File: src/sv/are_pkg.sv
// ============================================================================
// are_pkg - shared types and constants of the arithmetic range encoder
// Code-interval widths, divider sizing, sequencer states and helpers.
// ============================================================================
package are_pkg;

    // Code interval and frequency widths
    localparam int CODE_BITS   = 16;
    localparam int FREQ_BITS   = 14;
    localparam int FOLLOW_BITS = 32;
    localparam int MAX_RESULTS = 16;

    // Derived widths of the narrowing arithmetic
    localparam int SPAN_W = CODE_BITS + 1;
    localparam int PROD_W = SPAN_W + FREQ_BITS;

    // Divider: quotient bits retired per cycle
    localparam int DIV_STEP  = 2;
    localparam int DIV_CYC   = (PROD_W + DIV_STEP - 1) / DIV_STEP;
    localparam int DIV_W     = DIV_CYC * DIV_STEP;
    localparam int DIV_CNT_W = (DIV_CYC > 1) ? $clog2(DIV_CYC) : 1;

    // Renormalization counters
    localparam int PASS_W = $clog2(CODE_BITS + 1);
    localparam int EMIT_W = $clog2(MAX_RESULTS + 1);

    // Interval landmarks
    localparam logic [CODE_BITS-1:0] TOP_VAL  = {CODE_BITS{1'b1}};
    localparam logic [CODE_BITS-1:0] HALF_VAL = CODE_BITS'(1) << (CODE_BITS - 1);
    localparam logic [CODE_BITS-1:0] QTR1_VAL = CODE_BITS'(1) << (CODE_BITS - 2);
    localparam logic [CODE_BITS-1:0] QTR3_VAL = QTR1_VAL + HALF_VAL;

    localparam logic [FOLLOW_BITS-1:0] FOLLOW_MAX = {FOLLOW_BITS{1'b1}};

    // Input item modes
    typedef enum logic [1:0] {
        MODE_ENCODE  = 2'd0,
        MODE_FINISH  = 2'd1,
        MODE_RESTART = 2'd2,
        MODE_NONE    = 2'd3
    } mode_t;

    // Sequencer states
    typedef enum logic [2:0] {
        ST_IDLE,
        ST_MUL_HI,
        ST_DIV_HI,
        ST_MUL_LO,
        ST_DIV_LO,
        ST_RENORM,
        ST_FLUSH
    } state_t;

    // Saturating increment of the pending follow count
    function automatic logic [FOLLOW_BITS-1:0] sat_inc(input logic [FOLLOW_BITS-1:0] v);
        sat_inc = (v == FOLLOW_MAX) ? v : v + FOLLOW_BITS'(1);
    endfunction

endpackage

File: src/sv/arithmetic_range_encoder.sv
// ============================================================================
// arithmetic_range_encoder - integer arithmetic encoder, 16-bit code range
// Narrows the code interval per symbol, renormalizes and emits code bits
// together with the count of opposite follow bits owed before each one.
// ============================================================================
//
//  channel | direction | handshake            | payload
//  --------+-----------+----------------------+----------------------------------------
//  input   | in        | in_valid / in_ready  | mode, cum_upto, cum_below, total_freq
//  result  | out       | out_valid / out_ready| out_bit, follow_count, last
//
//  An encode item holds in_ready low while the shared multiplier feeds the
//  radix-4 divider twice, then for up to CODE_BITS renormalization passes,
//  one pass per cycle unless a full result register stalls an emitting pass.
//  A finish item holds in_ready low while its held result is flushed.
//  Reset returns the interval to [0, all ones] and clears the follow count.
//  A full result register stalls renormalization on the next emitting pass;
//  in_ready stays low until the item's last result is in the output register.
//
module arithmetic_range_encoder (
    input  logic                            clk,
    input  logic                            rst_n,
    input  logic                            in_valid,
    output logic                            in_ready,
    input  logic [1:0]                      mode,
    input  logic [are_pkg::FREQ_BITS-1:0]   cum_upto,
    input  logic [are_pkg::FREQ_BITS-1:0]   cum_below,
    input  logic [are_pkg::FREQ_BITS-1:0]   total_freq,
    output logic                            out_valid,
    input  logic                            out_ready,
    output logic                            out_bit,
    output logic [are_pkg::FOLLOW_BITS-1:0] follow_count,
    output logic                            last
);
    import are_pkg::*;

    // Sequencer and interval state
    state_t               state_reg, state_next;
    logic [CODE_BITS-1:0] low_reg, low_next;
    logic [CODE_BITS-1:0] high_reg, high_next;
    logic [FOLLOW_BITS-1:0] pend_reg, pend_next;

    // Latched symbol bounds and span
    logic [FREQ_BITS-1:0] upto_reg, upto_next;
    logic [FREQ_BITS-1:0] below_reg, below_next;
    logic [FREQ_BITS-1:0] total_reg, total_next;
    logic [SPAN_W-1:0]    span_reg, span_next;

    // Renormalization counters
    logic [PASS_W-1:0]    pass_reg, pass_next;
    logic [EMIT_W-1:0]    emit_reg, emit_next;

    // Held result: the latest emission waits here until we know whether it is last
    logic                   hold_valid_reg, hold_valid_next;
    logic                   hold_bit_reg, hold_bit_next;
    logic [FOLLOW_BITS-1:0] hold_follow_reg, hold_follow_next;

    // Result register
    logic                   out_valid_reg, out_valid_next;
    logic                   out_bit_reg, out_bit_next;
    logic [FOLLOW_BITS-1:0] out_follow_reg, out_follow_next;
    logic                   out_last_reg, out_last_next;

    // Shared multiplier and divider
    logic [FREQ_BITS-1:0] mul_op;
    logic [PROD_W-1:0]    product;
    logic                 div_start;
    logic                 div_done;
    logic [CODE_BITS-1:0] div_quo;

    logic                 in_xfer;
    logic                 out_free;
    logic [CODE_BITS-1:0] diff;
    logic                 cls_lo, cls_hi, cls_mid, loop_end;
    logic [CODE_BITS-1:0] sub_val, low_sub, high_sub;

    assign in_ready = (state_reg == ST_IDLE);
    assign in_xfer  = in_valid && in_ready;
    assign out_free = !out_valid_reg || out_ready;

    // One multiplier serves both bounds; the divider registers its product
    assign mul_op    = (state_reg == ST_MUL_HI) ? upto_reg : below_reg;
    assign product   = PROD_W'(span_reg) * PROD_W'(mul_op);
    assign div_start = (state_reg == ST_MUL_HI) || (state_reg == ST_MUL_LO);

    are_div u_div (
        .clk      (clk),
        .rst_n    (rst_n),
        .start    (div_start),
        .dividend (product),
        .divisor  (total_reg),
        .done     (div_done),
        .quotient (div_quo)
    );

    assign diff = high_reg - low_reg;

    // Classify the interval for one renormalization pass
    always_comb
    begin
        cls_lo  = (high_reg < HALF_VAL);
        cls_hi  = !cls_lo && (low_reg >= HALF_VAL);
        cls_mid = !cls_lo && !cls_hi && (low_reg >= QTR1_VAL) && (high_reg < QTR3_VAL);
        loop_end = (pass_reg == PASS_W'(CODE_BITS)) || (emit_reg == EMIT_W'(MAX_RESULTS))
                   || !(cls_lo || cls_hi || cls_mid);
        priority if (cls_hi)
            sub_val = HALF_VAL;
        else if (cls_mid)
            sub_val = QTR1_VAL;
        else
            sub_val = '0;
        low_sub  = low_reg - sub_val;
        high_sub = high_reg - sub_val;
    end

    always_comb
    begin
        state_next       = state_reg;
        low_next         = low_reg;
        high_next        = high_reg;
        pend_next        = pend_reg;
        upto_next        = upto_reg;
        below_next       = below_reg;
        total_next       = total_reg;
        span_next        = span_reg;
        pass_next        = pass_reg;
        emit_next        = emit_reg;
        hold_valid_next  = hold_valid_reg;
        hold_bit_next    = hold_bit_reg;
        hold_follow_next = hold_follow_reg;
        out_valid_next   = out_valid_reg && !out_ready;
        out_bit_next     = out_bit_reg;
        out_follow_next  = out_follow_reg;
        out_last_next    = out_last_reg;

        unique case (state_reg)
            ST_IDLE:
            begin
                if (in_xfer)
                begin
                    unique case (mode_t'(mode))
                        MODE_ENCODE:
                        begin
                            // Drop an encode item with a zero total
                            if (total_freq != '0)
                            begin
                                upto_next  = cum_upto;
                                below_next = cum_below;
                                total_next = total_freq;
                                span_next  = {1'b0, diff} + SPAN_W'(1);
                                state_next = ST_MUL_HI;
                            end
                        end
                        MODE_FINISH:
                        begin
                            // One more pending bit, then the quarter-selecting bit
                            hold_valid_next  = 1'b1;
                            hold_bit_next    = (low_reg >= QTR1_VAL);
                            hold_follow_next = sat_inc(pend_reg);
                            pend_next        = '0;
                            state_next       = ST_FLUSH;
                        end
                        MODE_RESTART:
                        begin
                            low_next  = '0;
                            high_next = TOP_VAL;
                            pend_next = '0;
                        end
                        MODE_NONE:
                        begin
                        end
                    endcase
                end
            end
            ST_MUL_HI:
                state_next = ST_DIV_HI;
            ST_DIV_HI:
            begin
                if (div_done)
                begin
                    high_next  = low_reg + div_quo - CODE_BITS'(1);
                    state_next = ST_MUL_LO;
                end
            end
            ST_MUL_LO:
                state_next = ST_DIV_LO;
            ST_DIV_LO:
            begin
                if (div_done)
                begin
                    low_next   = low_reg + div_quo;
                    pass_next  = '0;
                    emit_next  = '0;
                    state_next = ST_RENORM;
                end
            end
            ST_RENORM:
            begin
                if (loop_end)
                    state_next = ST_FLUSH;
                else if (cls_mid || !hold_valid_reg || out_free)
                begin
                    if (cls_mid)
                        pend_next = sat_inc(pend_reg);
                    else
                    begin
                        // Push the previous emission out, hold the new one
                        if (hold_valid_reg)
                        begin
                            out_valid_next  = 1'b1;
                            out_bit_next    = hold_bit_reg;
                            out_follow_next = hold_follow_reg;
                            out_last_next   = 1'b0;
                        end
                        hold_valid_next  = 1'b1;
                        hold_bit_next    = cls_hi;
                        hold_follow_next = pend_reg;
                        pend_next        = '0;
                        emit_next        = emit_reg + EMIT_W'(1);
                    end
                    low_next  = {low_sub[CODE_BITS-2:0], 1'b0};
                    high_next = {high_sub[CODE_BITS-2:0], 1'b1};
                    pass_next = pass_reg + PASS_W'(1);
                end
            end
            ST_FLUSH:
            begin
                if (!hold_valid_reg)
                    state_next = ST_IDLE;
                else if (out_free)
                begin
                    out_valid_next  = 1'b1;
                    out_bit_next    = hold_bit_reg;
                    out_follow_next = hold_follow_reg;
                    out_last_next   = 1'b1;
                    hold_valid_next = 1'b0;
                    state_next      = ST_IDLE;
                end
            end
            default:
                state_next = ST_IDLE;
        endcase
    end

    always_ff @(posedge clk or negedge rst_n)
    begin
        if (!rst_n)
        begin
            state_reg      <= ST_IDLE;
            low_reg        <= '0;
            high_reg       <= TOP_VAL;
            pend_reg       <= '0;
            pass_reg       <= '0;
            emit_reg       <= '0;
            hold_valid_reg <= 1'b0;
            out_valid_reg  <= 1'b0;
        end
        else
        begin
            state_reg      <= state_next;
            low_reg        <= low_next;
            high_reg       <= high_next;
            pend_reg       <= pend_next;
            pass_reg       <= pass_next;
            emit_reg       <= emit_next;
            hold_valid_reg <= hold_valid_next;
            out_valid_reg  <= out_valid_next;
        end
    end

    // Payload registers
    always_ff @(posedge clk)
    begin
        upto_reg        <= upto_next;
        below_reg       <= below_next;
        total_reg       <= total_next;
        span_reg        <= span_next;
        hold_bit_reg    <= hold_bit_next;
        hold_follow_reg <= hold_follow_next;
        out_bit_reg     <= out_bit_next;
        out_follow_reg  <= out_follow_next;
        out_last_reg    <= out_last_next;
    end

    assign out_valid    = out_valid_reg;
    assign out_bit      = out_bit_reg;
    assign follow_count = out_follow_reg;
    assign last         = out_last_reg;

`ifndef NO_ASSERTIONS
    a_hold_empty_idle: assert property (@(posedge clk) disable iff (!rst_n)
        (state_reg == ST_IDLE) |-> !hold_valid_reg)
        else $error("held result left behind in idle");

    a_emit_bound: assert property (@(posedge clk) disable iff (!rst_n)
        (state_reg == ST_RENORM) |-> (emit_reg <= EMIT_W'(MAX_RESULTS)))
        else $error("emission count beyond limit");

    a_pass_bound: assert property (@(posedge clk) disable iff (!rst_n)
        (state_reg == ST_RENORM) |-> (pass_reg <= PASS_W'(CODE_BITS)))
        else $error("renormalization pass count beyond limit");

    a_div_done_state: assert property (@(posedge clk) disable iff (!rst_n)
        div_done |-> (state_reg == ST_DIV_HI || state_reg == ST_DIV_LO))
        else $error("divider finished outside a divide state");

    a_renorm_entry: assert property (@(posedge clk) disable iff (!rst_n)
        (state_reg == ST_RENORM && $past(state_reg) == ST_DIV_LO) |->
            (!hold_valid_reg && emit_reg == '0))
        else $error("renormalization started with a held result");
`endif

endmodule

File: src/sv/are_div.sv
// ============================================================================
// are_div - iterative restoring divider
// Divides a product by the model total, DIV_STEP quotient bits per cycle.
// Only the low CODE_BITS quotient bits are kept.
// ============================================================================
module are_div (
    input  logic                          clk,
    input  logic                          rst_n,
    input  logic                          start,
    input  logic [are_pkg::PROD_W-1:0]    dividend,
    input  logic [are_pkg::FREQ_BITS-1:0] divisor,
    output logic                          done,
    output logic [are_pkg::CODE_BITS-1:0] quotient
);
    import are_pkg::*;

    logic                 busy_reg, busy_next;
    logic                 done_reg, done_next;
    logic [DIV_CNT_W-1:0] cnt_reg, cnt_next;
    logic [FREQ_BITS-1:0] rem_reg, rem_next;
    logic [DIV_W-1:0]     dvd_reg, dvd_next;
    logic [CODE_BITS-1:0] quo_reg, quo_next;

    logic [FREQ_BITS-1:0] rem_v;
    logic [DIV_W-1:0]     dvd_v;
    logic [CODE_BITS-1:0] quo_v;
    logic [FREQ_BITS:0]   trial;
    logic [FREQ_BITS:0]   diff;

    // Shift in one dividend bit per step, subtract when it fits
    always_comb
    begin
        rem_v = rem_reg;
        dvd_v = dvd_reg;
        quo_v = quo_reg;
        trial = '0;
        diff  = '0;
        for (int i = 0; i < DIV_STEP; i++)
        begin
            trial = {rem_v, dvd_v[DIV_W-1]};
            dvd_v = dvd_v << 1;
            diff  = trial - {1'b0, divisor};
            if (trial >= {1'b0, divisor})
            begin
                rem_v = diff[FREQ_BITS-1:0];
                quo_v = {quo_v[CODE_BITS-2:0], 1'b1};
            end
            else
            begin
                rem_v = trial[FREQ_BITS-1:0];
                quo_v = {quo_v[CODE_BITS-2:0], 1'b0};
            end
        end
    end

    always_comb
    begin
        busy_next = busy_reg;
        done_next = 1'b0;
        cnt_next  = cnt_reg;
        rem_next  = rem_reg;
        dvd_next  = dvd_reg;
        quo_next  = quo_reg;
        if (start)
        begin
            busy_next = 1'b1;
            cnt_next  = '0;
            rem_next  = '0;
            dvd_next  = DIV_W'(dividend);
            quo_next  = '0;
        end
        else if (busy_reg)
        begin
            rem_next = rem_v;
            dvd_next = dvd_v;
            quo_next = quo_v;
            cnt_next = cnt_reg + DIV_CNT_W'(1);
            if (cnt_reg == DIV_CNT_W'(DIV_CYC - 1))
            begin
                busy_next = 1'b0;
                done_next = 1'b1;
            end
        end
    end

    always_ff @(posedge clk or negedge rst_n)
    begin
        if (!rst_n)
        begin
            busy_reg <= 1'b0;
            done_reg <= 1'b0;
            cnt_reg  <= '0;
        end
        else
        begin
            busy_reg <= busy_next;
            done_reg <= done_next;
            cnt_reg  <= cnt_next;
        end
    end

    always_ff @(posedge clk)
    begin
        rem_reg <= rem_next;
        dvd_reg <= dvd_next;
        quo_reg <= quo_next;
    end

    assign done     = done_reg;
    assign quotient = quo_reg;

endmodule
File: config.mk
export PLATFORM = sky130hd
export DESIGN_NAME = arithmetic_range_encoder
export DESIGN_NICKNAME = d
export VERILOG_FILES = /design/src/sv/are_pkg.sv /design/src/sv/arithmetic_range_encoder.sv /design/src/sv/are_div.sv
export SDC_FILE = /design/constraint.sdc
export NUM_CORES = 1
export LEC_CHECK = 0
export ABC_CLOCK_PERIOD_IN_PS = 13400
export BUFFER_PORTS_ARGS = -buffer_cell sky130_fd_sc_hd__clkbuf_2
export CORE_ASPECT_RATIO = 2
export CORE_MARGIN = 1
export CORE_UTILIZATION = 45
export DETAILED_ROUTE_END_ITERATION = 10
export PLACE_DENSITY = 0.66
export SLEW_MARGIN = 20
export SYNTH_ARGS = -nofsm -noshare
export SYNTH_HDL_FRONTEND = slang
export SYNTH_SLANG_ARGS = --single-unit
File: constraint.sdc
create_clock -name clk -period 13.4 [get_ports clk]
set_input_delay 2.68 -clock clk [delete_from_list [all_inputs] [get_ports clk]]
set_output_delay 2.68 -clock clk [all_outputs]
set_load 0.02 [all_outputs]
==> metrics.cfg <==
[logic_synthesis]
synth_top_family_by_area=adder cells
synthAdderAreaFrac_pct=25.4
synth-compound-area-share_pct=12.1
netlist.area_leader.share_pct=21.1
synthTopCellsByArea=edfxtp_1, fa_1, ha_1
yosysSeqAreaShare_pct=33.4
syn_nets=2706
syn_avg_cell_area_um2=9.67
synth.distinct_cells=74
synth_flop_cell=edfxtp_1
synthMostInstantiatedCell=nand2_1
yosys_register_bits=273
synthXorXnorAreaFrac_pct=5.25
synth_commonest_cells=nand2_1, inv_1, fa_1, ha_1, o21ai_0
synth_warnings=0
netlist_instances=2313
synth-simple-area-share_pct=15.3
netlist_area_mm2=0.0224
synth-edff-count=157
synthMuxAreaShare_pct=2.54
synth_area_leader_cell=edfxtp_1
async_reset_ff_share_pct=31.1

[detailed_routing]
routedWlPerCell_um=18.3
viasPerCell=5.59
num_vias=16800
drc=0
antenna_left=0
drt_iter0_drc=826
drt_first_pass_iters=5
routed_wl_mm=55.2

[setup_path]
cp.required_ns=13.70
arrival_ns=8.50
crit_type=reg2reg
start_kind=register
cp-end-kind=register
timing.rr.start=state_reg[2]$_DFFE_PN0P_
startpoint=state_reg[2]$_DFFE_PN0P_
r2r_end=u_div.dvd_reg[26]$_DFFE_PP_
crit_slowest_cell=dfrtp_1
crit_buf_inv=8
crit_cells=28
critPathTopFamily=adder cells
worstSetupEndpoint=u_div.dvd_reg[26]$_DFFE_PP_
cp_max_fo=73
cpPeakStageDelay_ns=0.60
r2r_setup_slack_ns=5.20
rr_worst_depth=28

[global_route]
grt_pass1_vias=17900
grt_pass1_wl_mm=90.7
grt-ovfl-total=0
antenna_found_initial=1
grt_max_degree=74
track_usage_pct=22.6

[flow_run]
cap_viol_max_count=0

[timing]
slew_headroom_pct=16.7
period_share_pct=61.2
tightest_slew_ns=1.23
final.setup.tns_ns=0
fmax_mhz=122
fin_crit_ns=8.20
fin_skew_ns=0.0159
hold_violations=0
rsz0062_at_grt=no
report.final.slew_viol_count=0
setup_viol=0

[placed_design]
dpl.hpwl_mm=43.4
portBuffers=83
gp_congestion=0.911

[floorplan]
fp.dieW_um=160
rows=115
start_util_pct=45.6
die_h_um=317
core_mm2=0.0491
pin_count=84
die_area_mm2=0.0507

[final_layout]
synthToLayoutAreaGrowth_pct=8.50
drive_gt1_share_pct=9.04
nets=2741
antenna_cells=0

[clocking]
cts_hold_buf=0
insertion_delay_ns=0.59
cts_buffers=26
clk_path_buf_depth=3
clk_pin_slew_ns=0.07
cts_post_setup_buffers_inserted=0
cts_tree=built
cts_resized=0
cts.sinks=273
cts-root-buf=clkbuf_16
cts-htree-levels=1

[worst_hold_path]
holdCritPathClass=reg2reg
min_delay_path_depth=0

[status]
outcome=complete, no violations

-- cells by family after synthesis --
family,Yosys count
mux,54
buf+inv,348
flops,273
xor+xnor,134
compound gates,445
fa+ha+maj,345
simple gates,714
-- worst register-to-register path, delay by kind of cell, from the launching register on --
kind	cells	cell delay, ns
flip-flops	1	0.60
buffers and inverters	8	1.06
adder cells (fa/ha/maj)	7	3.48
AND/OR/NAND/NOR	4	0.83
XOR/XNOR	1	0.16
multiplexers	1	0.43
AO/OA/AOI/OAI	7	1.37
-- per-stage QoR --
step	hold slack, ns	util [%]	instance area (um2)	setup WS, ns	instances
after global placement	0.406	47.7	23400	5.48	2963
after global routing	0.430	49.5	24300	4.75	3011
after CTS	0.422	49.5	24300	5.28	3011
after detailed placement	0.405	47.7	23400	5.32	2963
after floorplan	0.400	-	22400	6.01	2313
final	0.419	49.5	24300	5.20	3011
-- cell type report --
type                            instances  area (um2)
Fill cell                            4471       24800
Multi-Input combinational cell       1692       13600
Clock inverter                         18         204
Sequential cell                       273        7480
Inverter                              253         950
Tap cell                              643         805
Timing Repair Buffer                  102         561
Clock buffer                           30         676
-- worst min path at each step --
stage                                  startpoint                         end  slack [ns]
detailed placement   hold_follow_reg[5]$_DFFE_PP_   follow_count[5]$_DFFE_PP_        0.40
finish              hold_follow_reg[23]$_DFFE_PP_  follow_count[23]$_DFFE_PP_        0.42
floorplan            hold_follow_reg[0]$_DFFE_PP_   follow_count[0]$_DFFE_PP_        0.40
CTS                 hold_follow_reg[23]$_DFFE_PP_  follow_count[23]$_DFFE_PP_        0.42
global route        hold_follow_reg[23]$_DFFE_PP_  follow_count[23]$_DFFE_PP_        0.43
global placement    hold_follow_reg[19]$_DFFE_PP_  follow_count[19]$_DFFE_PP_        0.41
-- cells in the final DEF (no fill, tap or decap), types with 12 or more instances in the layout --
| cell | instances |
|---|---|
| buf_4 | 20 |
| mux2_2 | 23 |
| ha_1 | 164 |
| dfxtp_1 | 31 |
| nand4_1 | 24 |
| edfxtp_1 | 157 |
| nor3_1 | 28 |
| clkbuf_2 | 82 |
| fa_1 | 181 |
| nor2b_1 | 12 |
| nand2_1 | 270 |
| dfstp_2 | 16 |
| nand3_1 | 47 |
| mux2i_1 | 31 |
| nor2_1 | 135 |
| o31ai_1 | 12 |
| xor2_1 | 56 |
| xnor2_1 | 78 |
| and2_1 | 115 |
| a31oi_1 | 22 |
| clkbuf_16 | 26 |
| a22oi_1 | 13 |
| o21a_1 | 16 |
| a21o_1 | 42 |
| a21oi_1 | 101 |
| and3_1 | 15 |
| o21ai_0 | 158 |
| dfrtp_1 | 68 |
| inv_1 | 253 |
| o22ai_1 | 16 |
| or3_1 | 12 |
-- per-layer routing --
metal	track usage (%)	share of wire, %	wire, um
met5	0	0	0
met3	2.10	2.8	1570
met1	21.9	34	19000
met4	15.5	7.1	3900
met2	44.7	56	30800
Power is left out: the tool's default activity adds up to more than one toggle a clock period on the data nets, which glitch-free logic cannot reach.
